===== config.mk =====
export PLATFORM = sky130hd
export DESIGN_NAME = arp_cache_responder_flat
export DESIGN_NICKNAME = d
export VERILOG_FILES = /design/src/design/arpc_pkg.sv /design/src/design/arpc_if.sv /design/src/design/arp_cache_responder.sv /design/src/flat_wrapper.sv
export SDC_FILE = /design/constraint.sdc
export NUM_CORES = 1
export LEC_CHECK = 0
export BUFFER_PORTS_ARGS = -buffer_cell sky130_fd_sc_hd__buf_2
export CORE_UTILIZATION = 45
export CTS_CLUSTER_SIZE = 16
export DETAILED_ROUTE_END_ITERATION = 10
export GPL_TIMING_DRIVEN = 1
export PLACE_DENSITY_LB_ADDON = 0.08
export SLEW_MARGIN = 10
export SYNTH_ARGS = -nofsm -noshare
export SYNTH_HDL_FRONTEND = slang
export SYNTH_SLANG_ARGS = --single-unit

===== constraint.sdc =====
create_clock -name clk_i -period 11.4 [get_ports clk_i]
set_input_delay 1.71 -clock clk_i [delete_from_list [all_inputs] [get_ports clk_i]]
set_output_delay 1.71 -clock clk_i [all_outputs]
set_load 0.03 [all_outputs]

===== src/design/arpc_pkg.sv =====
`timescale 1ns / 1ps
`default_nettype none
// ----------------------------------------------------------------------------
// ARP cache package
// Shared sizes, codes, word types and sequencer states of the ARP cache and
// responder.
// ----------------------------------------------------------------------------
package arpc_pkg;

  localparam int ENTRIES   = 8;
  localparam int IDX_W     = (ENTRIES > 1) ? $clog2(ENTRIES) : 1;
  localparam int CNT_W     = $clog2(ENTRIES + 1);
  localparam int CFG_IDX_W = 1;
  localparam int CFG_W     = 48;

  localparam logic        ACT_PACKET = 1'b0;
  localparam logic        ACT_LOOKUP = 1'b1;

  localparam logic [15:0] OP_REQUEST = 16'd1;
  localparam logic [15:0] OP_REPLY   = 16'd2;

  localparam logic [1:0]  KIND_NONE   = 2'd0;
  localparam logic [1:0]  KIND_REPLY  = 2'd1;
  localparam logic [1:0]  KIND_LOOKUP = 2'd2;

  localparam logic [CFG_IDX_W-1:0] CFG_OWN_IP  = 1'd0;
  localparam logic [CFG_IDX_W-1:0] CFG_OWN_MAC = 1'd1;

  localparam logic [31:0] OWN_IP_RESET = 32'h0A00_020F;
  localparam logic [47:0] BCAST_MAC    = 48'hFFFF_FFFF_FFFF;

  typedef struct packed {
    logic        action;
    logic [15:0] arp_opcode;
    logic [31:0] sender_ip;
    logic [47:0] sender_mac;
    logic [31:0] tgt_ip;
    logic [31:0] lookup_ip;
  } in_word_t;

  typedef struct packed {
    logic [1:0]  kind;
    logic [47:0] reply_mac;
    logic [31:0] reply_ip;
    logic [47:0] resolved_mac;
    logic        hit;
  } out_word_t;

  typedef enum logic [2:0] {
    ST_IDLE,
    ST_EXEC,
    ST_READ,
    ST_CMP,
    ST_RESP
  } state_e;

endpackage
`default_nettype wire


===== src/design/arpc_if.sv =====
`timescale 1ns / 1ps
`default_nettype none
// ----------------------------------------------------------------------------
// ARP cache channels
// Valid/ready channels for the input word and the result word.
// ----------------------------------------------------------------------------
interface arpc_in_if;
  import arpc_pkg::*;
  logic     valid;
  logic     ready;
  in_word_t data;

  modport source (output valid, output data, input ready);
  modport sink   (input valid, input data, output ready);
endinterface

interface arpc_out_if;
  import arpc_pkg::*;
  logic      valid;
  logic      ready;
  out_word_t data;

  modport source (output valid, output data, input ready);
  modport sink   (input valid, input data, output ready);
endinterface
`default_nettype wire


===== src/design/arp_cache_responder.sv =====
`timescale 1ns / 1ps
`default_nettype none
// ----------------------------------------------------------------------------
// ARP cache and responder
// Stores ARP replies in a small table, answers requests for the own address
// and resolves lookups by a sequential scan through one shared comparator.
// ----------------------------------------------------------------------------
//  channel  | dir | handshake        | word
//  ---------+-----+------------------+-----------------------------------
//  in_s     | in  | valid/ready      | action, opcode, addresses, lookup_ip
//  out_m    | out | valid/ready      | kind, reply addresses, resolved_mac
//  cfg      | in  | cfg_we_i strobe  | cfg_idx_i, cfg_data_i
//
// A packet word passes the EXEC and RESP states before its result is valid.
// A lookup adds a READ and a CMP state per entry scanned (up to ENTRIES);
// each entry needs a table read and a compare in the single 32-bit
// comparator. One word is in work at a time; a finished result waits in
// the output register, and the sequencer holds its next result while that
// register is still full. Reset empties the table at once. The own MAC
// register is accepted but not kept, as no result carries it.
// ----------------------------------------------------------------------------
module arp_cache_responder
  import arpc_pkg::*;
(
  input  wire                  clk_i,
  input  wire                  rst_ni,
  input  wire                  cfg_we_i,
  input  wire [CFG_IDX_W-1:0]  cfg_idx_i,
  input  wire [CFG_W-1:0]      cfg_data_i,
  arpc_in_if.sink              in_s,
  arpc_out_if.source           out_m
);

  state_e              state_q, state_d;
  in_word_t            item_q;
  out_word_t           res_q, res_d;
  out_word_t           out_data_q;
  logic                out_valid_q, out_valid_d;
  logic [31:0]         own_ip_q, own_ip_d;
  logic [CNT_W-1:0]    count_q, count_d;
  logic [IDX_W-1:0]    idx_q, idx_d;
  logic [CNT_W-1:0]    idx_next;
  logic [31:0]         rd_ip_q;
  logic [47:0]         rd_mac_q;
  logic [31:0]         mem_ip  [ENTRIES];
  logic [47:0]         mem_mac [ENTRIES];
  logic                wr_en;
  logic [31:0]         cmp_a, cmp_b;
  logic                cmp_eq;
  logic                accept;
  logic                out_free;

  assign accept   = in_s.valid && in_s.ready;
  assign out_free = !out_valid_q || out_m.ready;
  assign idx_next = CNT_W'(idx_q) + CNT_W'(1);

  assign in_s.ready  = (state_q == ST_IDLE);
  assign out_m.valid = out_valid_q;
  assign out_m.data  = out_data_q;

  // The one comparator serves the own-address check and the table scan.
  assign cmp_a  = (state_q == ST_CMP) ? rd_ip_q : item_q.tgt_ip;
  assign cmp_b  = (state_q == ST_CMP) ? item_q.lookup_ip : own_ip_q;
  assign cmp_eq = (cmp_a == cmp_b);

  always_comb begin
    own_ip_d = own_ip_q;
    if (cfg_we_i) begin
      case (cfg_idx_i)
        CFG_OWN_IP:  own_ip_d = cfg_data_i[31:0];
        CFG_OWN_MAC: own_ip_d = own_ip_q;
        default:     own_ip_d = own_ip_q;
      endcase
    end
  end

  // Next state.
  always_comb begin
    state_d = state_q;
    case (state_q)
      ST_IDLE: begin
        if (accept) state_d = ST_EXEC;
      end
      ST_EXEC: begin
        if (item_q.action == ACT_LOOKUP && count_q != '0) state_d = ST_READ;
        else state_d = ST_RESP;
      end
      ST_READ: state_d = ST_CMP;
      ST_CMP: begin
        if (cmp_eq || idx_next == count_q) state_d = ST_RESP;
        else state_d = ST_READ;
      end
      ST_RESP: begin
        if (out_free) state_d = ST_IDLE;
      end
      default: state_d = ST_IDLE;
    endcase
  end

  // Datapath control.
  always_comb begin
    res_d       = res_q;
    idx_d       = idx_q;
    count_d     = count_q;
    wr_en       = 1'b0;
    out_valid_d = out_valid_q;
    if (out_valid_q && out_m.ready) out_valid_d = 1'b0;
    case (state_q)
      ST_IDLE: begin
        idx_d = '0;
      end
      ST_EXEC: begin
        res_d = '0;
        if (item_q.action == ACT_LOOKUP) begin
          res_d.kind         = KIND_LOOKUP;
          res_d.resolved_mac = BCAST_MAC;
        end else if (item_q.arp_opcode == OP_REPLY) begin
          if (count_q < CNT_W'(ENTRIES)) begin
            wr_en   = 1'b1;
            count_d = count_q + CNT_W'(1);
          end
        end else if (item_q.arp_opcode == OP_REQUEST && cmp_eq) begin
          res_d.kind      = KIND_REPLY;
          res_d.reply_mac = item_q.sender_mac;
          res_d.reply_ip  = item_q.sender_ip;
        end
      end
      ST_CMP: begin
        if (cmp_eq) begin
          res_d.resolved_mac = rd_mac_q;
          res_d.hit          = 1'b1;
        end
        idx_d = idx_next[IDX_W-1:0];
      end
      ST_RESP: begin
        if (out_free) out_valid_d = 1'b1;
      end
      default: ;
    endcase
  end

  always_ff @(posedge clk_i or negedge rst_ni) begin
    if (!rst_ni) begin
      state_q     <= ST_IDLE;
      out_valid_q <= 1'b0;
      own_ip_q    <= OWN_IP_RESET;
      count_q     <= '0;
      idx_q       <= '0;
    end else begin
      state_q     <= state_d;
      out_valid_q <= out_valid_d;
      own_ip_q    <= own_ip_d;
      count_q     <= count_d;
      idx_q       <= idx_d;
    end
  end

  always_ff @(posedge clk_i) begin
    if (accept) item_q <= in_s.data;
    res_q <= res_d;
    if (state_q == ST_RESP && out_free) out_data_q <= res_q;
  end

  // Entry table: one write port at the fill count, one registered read port.
  always_ff @(posedge clk_i) begin
    if (wr_en) begin
      mem_ip[count_q[IDX_W-1:0]]  <= item_q.sender_ip;
      mem_mac[count_q[IDX_W-1:0]] <= item_q.sender_mac;
    end
    rd_ip_q  <= mem_ip[idx_q];
    rd_mac_q <= mem_mac[idx_q];
  end

endmodule
`default_nettype wire


===== src/flat_wrapper.sv =====
// flat-port wrapper written by rule: the top's interface ports become plain ports
module arp_cache_responder_flat import arpc_pkg::*;
  (clk_i, rst_ni, cfg_we_i, cfg_idx_i, cfg_data_i, in_s_valid, in_s_data, in_s_ready, out_m_valid, out_m_data, out_m_ready);
  arpc_in_if in_s_i ();
  arpc_out_if out_m_i ();
  input  wire clk_i;
  input  wire rst_ni;
  input  wire cfg_we_i;
  input  wire [CFG_IDX_W-1:0] cfg_idx_i;
  input  wire [CFG_W-1:0] cfg_data_i;
  input wire logic [$bits(in_s_i.valid)-1:0] in_s_valid;
  input wire logic [$bits(in_s_i.data)-1:0] in_s_data;
  output wire logic [$bits(in_s_i.ready)-1:0] in_s_ready;
  output wire logic [$bits(out_m_i.valid)-1:0] out_m_valid;
  output wire logic [$bits(out_m_i.data)-1:0] out_m_data;
  input wire logic [$bits(out_m_i.ready)-1:0] out_m_ready;
  assign in_s_i.valid = in_s_valid;
  assign in_s_i.data = in_s_data;
  assign in_s_ready = in_s_i.ready;
  assign out_m_valid = out_m_i.valid;
  assign out_m_data = out_m_i.data;
  assign out_m_i.ready = out_m_ready;
  arp_cache_responder u_core (.clk_i(clk_i), .rst_ni(rst_ni), .cfg_we_i(cfg_we_i), .cfg_idx_i(cfg_idx_i), .cfg_data_i(cfg_data_i), .in_s(in_s_i), .out_m(out_m_i));
endmodule

Word level (Yosys, flattened, before mapping)
Memory sizes are Yosys's and may differ from the RTL's. A register that Yosys moved wholly into a read port is not among the register bits.
Cells that the tools add are included.
W data, S select, Z words.
{ "word_totals": {"word_cells": 81, "input_bits": 215, "memories": 2, "ram_bits": 640, "ff_bits": 466, "output_inout_bits": 133} }
{ "classes": {"order_cmp": 1, "n_addsub": 2, "n_bitwise": 3, "n_eq_ne": 11, "n_mux": 22, "n_reduce_logical": 18} }
{ "mem_list": {"columns": ["name", "words", "word_bits", "rd", "rd_clocked_by_memory_dff", "wr", "line_no", "rtl"], "rows": [
  ["u_core.mem_mac", 8, 48, 1, 1, 1, "arp_cache_responder.sv:46", "logic [47:0] mem_mac [ENTRIES];"],
  ["u_core.mem_ip", 8, 32, 1, 1, 1, "arp_cache_responder.sv:45", "logic [31:0] mem_ip [ENTRIES];"]
]} }
{ "ops": {"columns": ["op", "count"], "rows": [
  ["$pmux W49 S2", 1],
  ["$mux W32", 3],
  ["$mux W81", 1],
  ["$mux W49", 1],
  ["$mux W48", 1],
  ["$eq A32 B32 Y1", 1],
  ["$eq A16 B1 Y1 const B", 1],
  ["$eq A16 B2 Y1 const B", 1],
  ["$pmux W3 S5", 1],
  ["$mux W3", 4],
  ["$mux W1", 9],
  ["$eq A3 B2 Y1 const B", 2],
  ["$pmux W3 S2", 1],
  ["$reduce_and A2 Y1", 3],
  ["$logic_and A1 B1 Y1", 5],
  ["$add A3 B1 Y4 const B", 1],
  ["$add A4 B1 Y4 const B", 1],
  ["$eq A4 B4 Y1", 1],
  ["$lt A4 B4 Y1 const B", 1],
  ["$ne A2 B1 Y1 const B", 2],
  ["$reduce_and A4 Y1", 1],
  ["$reduce_bool A2 Y1", 2],
  ["$reduce_bool A4 Y1", 1],
  ["$eq A3 B1 Y1 const B", 1],
  ["8 further kinds", 11]
]} }

Logic depth before layout (Yosys ltp)
{ "depth": {"depth_word": 7, "depth_mapped": 9} }

Least setup slack after synthesis
No wires, ideal clock.
{ "synth_path": {"path_type": "input to register", "start": "input port out_m_ready", "end": "register u_core.out_data_q (netlist bit u_core.out_m.data[0]), enable pin", "t_required_ns": 10.735, "stages": 2, "slack_ns": 2.668, "t_arrival_ns": 8.067, "cell_sequence": "inv_1 > a21oi_1"} }
{ "synth_between": {"elab_chain_cells": 2} }
{ "synth_lines": {"columns": ["item", "line_no", "rtl"], "rows": [
  ["start: declaration", "flat_wrapper.sv:16", "input wire logic [$bits(out_m_i.ready)-1:0] out_m_ready;"],
  ["$logic_or A1 B1 Y1", "arp_cache_responder.sv:54", "assign out_free = !out_valid_q || out_m.ready;"],
  ["$logic_and A1 B1 Y1", "arp_cache_responder.sv:161", "if (state_q == ST_RESP && out_free) out_data_q <= res_q;"],
  ["end signal: assignment", "arp_cache_responder.sv:161", null],
  ["end: declaration", "arp_cache_responder.sv:37", "out_word_t out_data_q;"]
]} }
No other way between the ends.
A chain may end at the register's enable or synchronous reset.

Worst setup path after layout
{ "layout_path": {"start": "register u_core.item_q[160] (netlist bit)", "end": "memory u_core.mem_ip[2][11], enable pin"} }
{ "layout_between": {"elab_chain_cells": 4} }
{ "layout_lines": {"columns": ["item", "line_no", "rtl"], "rows": [
  ["start: declaration", "arp_cache_responder.sv:35", "in_word_t item_q;"],
  ["start signal: assignment", "arp_cache_responder.sv:159", "if (accept) item_q <= in_s.data;"],
  ["$mux W1", "arp_cache_responder.sv:114", "if (item_q.action == ACT_LOOKUP) begin"],
  ["$mux W1", "arp_cache_responder.sv:108", "case (state_q)"],
  ["$mux W1", "arp_cache_responder.sv:166", "if (wr_en) begin"],
  ["$mux W1 (implied by the code)", "arp_cache_responder.sv:167", "mem_ip[count_q[IDX_W-1:0]] <= item_q.sender_ip;"],
  ["end: declaration", "arp_cache_responder.sv:45", null]
]} }
No other way between the ends.

==> impl_results.md <==
- Worst-path clk slew: 60 ps
- Xor and xnor fraction of the mapped netlist area: 0.0144
- Main area contributors after synthesis: edfxtp_1 75%, mux4_2 8.5%, dfxtp_1 3.8%, mux2_2 3.0%, dfrtp_1 2.1%
- Final non-filler cell total: 3,690
- Die Wd: 310 µm
- Post-synthesis compound-gate area fraction: 0.0318
- Hold-fix buffers, CTS: 0
- Vias per cell: 5.22
- CP Buf/Inv Count: 2
- DP Wirelength: 48,400 µm
- Worst VDD drop: 0.125 mV
- Setup CP Type: register to register
- First-pass GRT wire length: 133,000 µm
- Tmin final: 4100 ps
- Initial Util: 0.456
- DP Cell Count: 3,452
- Initial antenna violation count: 9
- Area Overhead vs Synth: 17.5%
- H-tree levels: 4
- Routed wire length: 90,800 µm
- Required @ worst endpoint: 11,730 ps
- Synth cell types: 43
- Clk sink count: 1,186
- GPL Wtd Cong: 0.729
- Register area share after synthesis: 0.813
- Delay-heaviest family, CP: simple AND/OR/NAND/NOR gates
- Cell taking the most area after synthesis: edfxtp_1
- Seq cells post-synth: 1,186
- Power Density: 225 mW/mm²
- Final Hold Violating Endpoints: 0
- Global route overflow: 0
- CP cell instances: nor4_1, nand4_1, nor4_2, nand2_1, nor2_4, buf_4, buf_4
- Syn_nets: 2,136
- Crit start category: register
- Number of synthesized flops with an enable pin: 1,063
- Layout cell share with drive strength beyond 1: 0.376
- Tot GR Track Use: 0.193
- Die area: 0.0958 mm²
- Async SR Flop Fraction: 0.0363
- Number of I/O pins: 348
- RSZ-0062 raised after global routing: no
- Clock buffer depth: 3
- Port-buffer cells: 331
- TritonCTS buffer count: 130
- Nets: 2,548
- Share of the synthesized area in the top cell type: 0.750
- Skew-Pair Late Insertion Delay: 710 ps
- Post CTS Setup Buffer Count: 0
- CP dominant cell by count: buf_4
- Largest family of logic cells by synthesized area: multiplexers
- Crit Path Max Fanout: 35
- Most used DFF post-synth: edfxtp_1
- Syn avg cell area: 22.2 µm²
- Post-synthesis mux area share: 0.114
- Final antenna-violating net count: 0
- Adder-Cell Fraction of Synth Area: 0.000882
- Leakage: 16.8 nW
- Synth warn: 0
- DRC Markers: 0
- CTS Root Cell: clkbuf_16
- Gate count of the mapped netlist: 1,918
- Max stage delay on crit path: 660 ps
- HP Class: register to register
- DR vias: 19.3k
- Most frequent cells in the layout: 1,063 x edfxtp_1, 331 x buf_2, 160 x mux4_2, 136 x clkbuf_16, 112 x mux2_2
- Simple-gate share of the synthesized area: 0.00905
- Largest net degree at the start of global routing: 67
- Max-slew violation count: 0
- Top achievable clock speed: 244 MHz
- Setup-failing EPs final: 0
- CORE AREA: 0.0935 mm²
- Relative slew slack: 0.240
- Max cap viols: 0
- # rows: 112
- CP endpoint kind: register
- Setup TNS Final: 0 ps
- Status: complete, no violations
- Drt pass-1 iters: 4
- Slowest CP cell: buf_4
- Mapped Area: 0.0426 mm²
- Most common cell after layout, fill and taps aside: edfxtp_1
- Vias in the first global route: 20.7k
- Worst Path Arrival: 4430 ps
- Post-detailed-route wirelength per cell: 24.6 µm
- Initial DRC count: 1,232
- Fin crit share: 0.360
- Die Ht: 310 µm
- Slew @ Worst Pin: 1140 ps
- CTS tree: yes
- Skew final: 26.2 ps
- CTS resizes: 0
==> area by class of cell <==
cell class                 count  area, µm²
inverter                      86        324
clock inverter                51        474
clock buffer                 185       3730
tap                         1254       1570
timing repair buffer         368       1930
fill                        7323      43500
multi-input combinational    558       7360
sequential                  1186      34600
antenna                        2       5.00
==> power breakdown <==
part,switching [W],total (W),internal (W),leakage (nW)
registers,0.000310,0.00572,0.00541,10.9
clock network,0.00162,0.00408,0.00246,2.07
logic,0.000846,0.00146,0.000612,3.88
==> cells by family after synthesis <==
| logic type | Yosys count |
|---|---|
| flops | 1186 |
| mux | 272 |
| buf+inv | 174 |
| compound gates | 144 |
| xor+xnor | 70 |
| simple gates | 69 |
| fa+ha+maj | 3 |
==> stage by stage <==
stage                     hold slack (ps)  setup WS (ps)   util  total power (W)  instance area [µm²]
after detailed placement              405           7130  0.490          0.00732                45800
after global placement                401           7120  0.490          0.00728                45800
final                                 411           7300  0.535           0.0113                50000
after floorplan                       400           2670      -          0.00681                42600
after global routing                  410           6900  0.535           0.0117                50000
after CTS                             412           7120  0.535           0.0114                50000
==> sequential cells by signal, indices dropped and copies added (netlist names) <==
| register | flops |
|---|---|
| u_core.count_q | 4 |
| u_core.idx_q | 3 |
| u_core.item_q | 161 |
| u_core.mem_ip | 256 |
| u_core.mem_mac | 384 |
| u_core.out_m.data | 131 |
| u_core.out_m.valid | 1 |
| u_core.own_ip_q | 32 |
| u_core.rd_ip_q | 32 |
| u_core.rd_mac_q | 48 |
| u_core.res_q | 131 |
| u_core.state_q | 3 |
==> metal layers <==
metal  routed length [µm]  track usage
met1                38600        0.253
met2                46500        0.330
met3                 4130       0.0374
met4                 1470       0.0513
met5                   80            0
==> cells in the mapped netlist, types with 4 or more instances <==
master,instances
nand2_1,10
nor3_1,9
buf_1,31
clkbuf_1,38
nand3_1,4
nand4_1,15
edfxtp_1,1063
mux2_2,112
nor2_1,12
nand2b_1,5
o21ai_0,5
mux4_2,160
xor2_1,7
a211oi_1,23
nor4_1,6
a211oi_2,57
xnor2_1,63
buf_6,6
dfxtp_1,80
inv_1,85
dfstp_2,7
buf_2,12
a21o_1,48
dfrtp_1,36
==> final timing paths <==
path / start / end / slack (ps) / cells past startpoint
max reg2reg: u_core.item_q[160] / u_core.mem_ip[2][11] / 7300 / 7
max in group asynchronous: rst_ni / u_core.idx_q[2] / 9420 / 1
min in group asynchronous: rst_ni / u_core.own_ip_q[30] / 1200 / 1
min reg2reg: u_core.res_q[78] / u_core.out_m.data[78] / 410 / 0
max: u_core.item_q[160] / u_core.mem_ip[2][11] / 7300 / 7
min: u_core.res_q[78] / u_core.out_m.data[78] / 410 / 0
(Power assumes the default switching activity.)
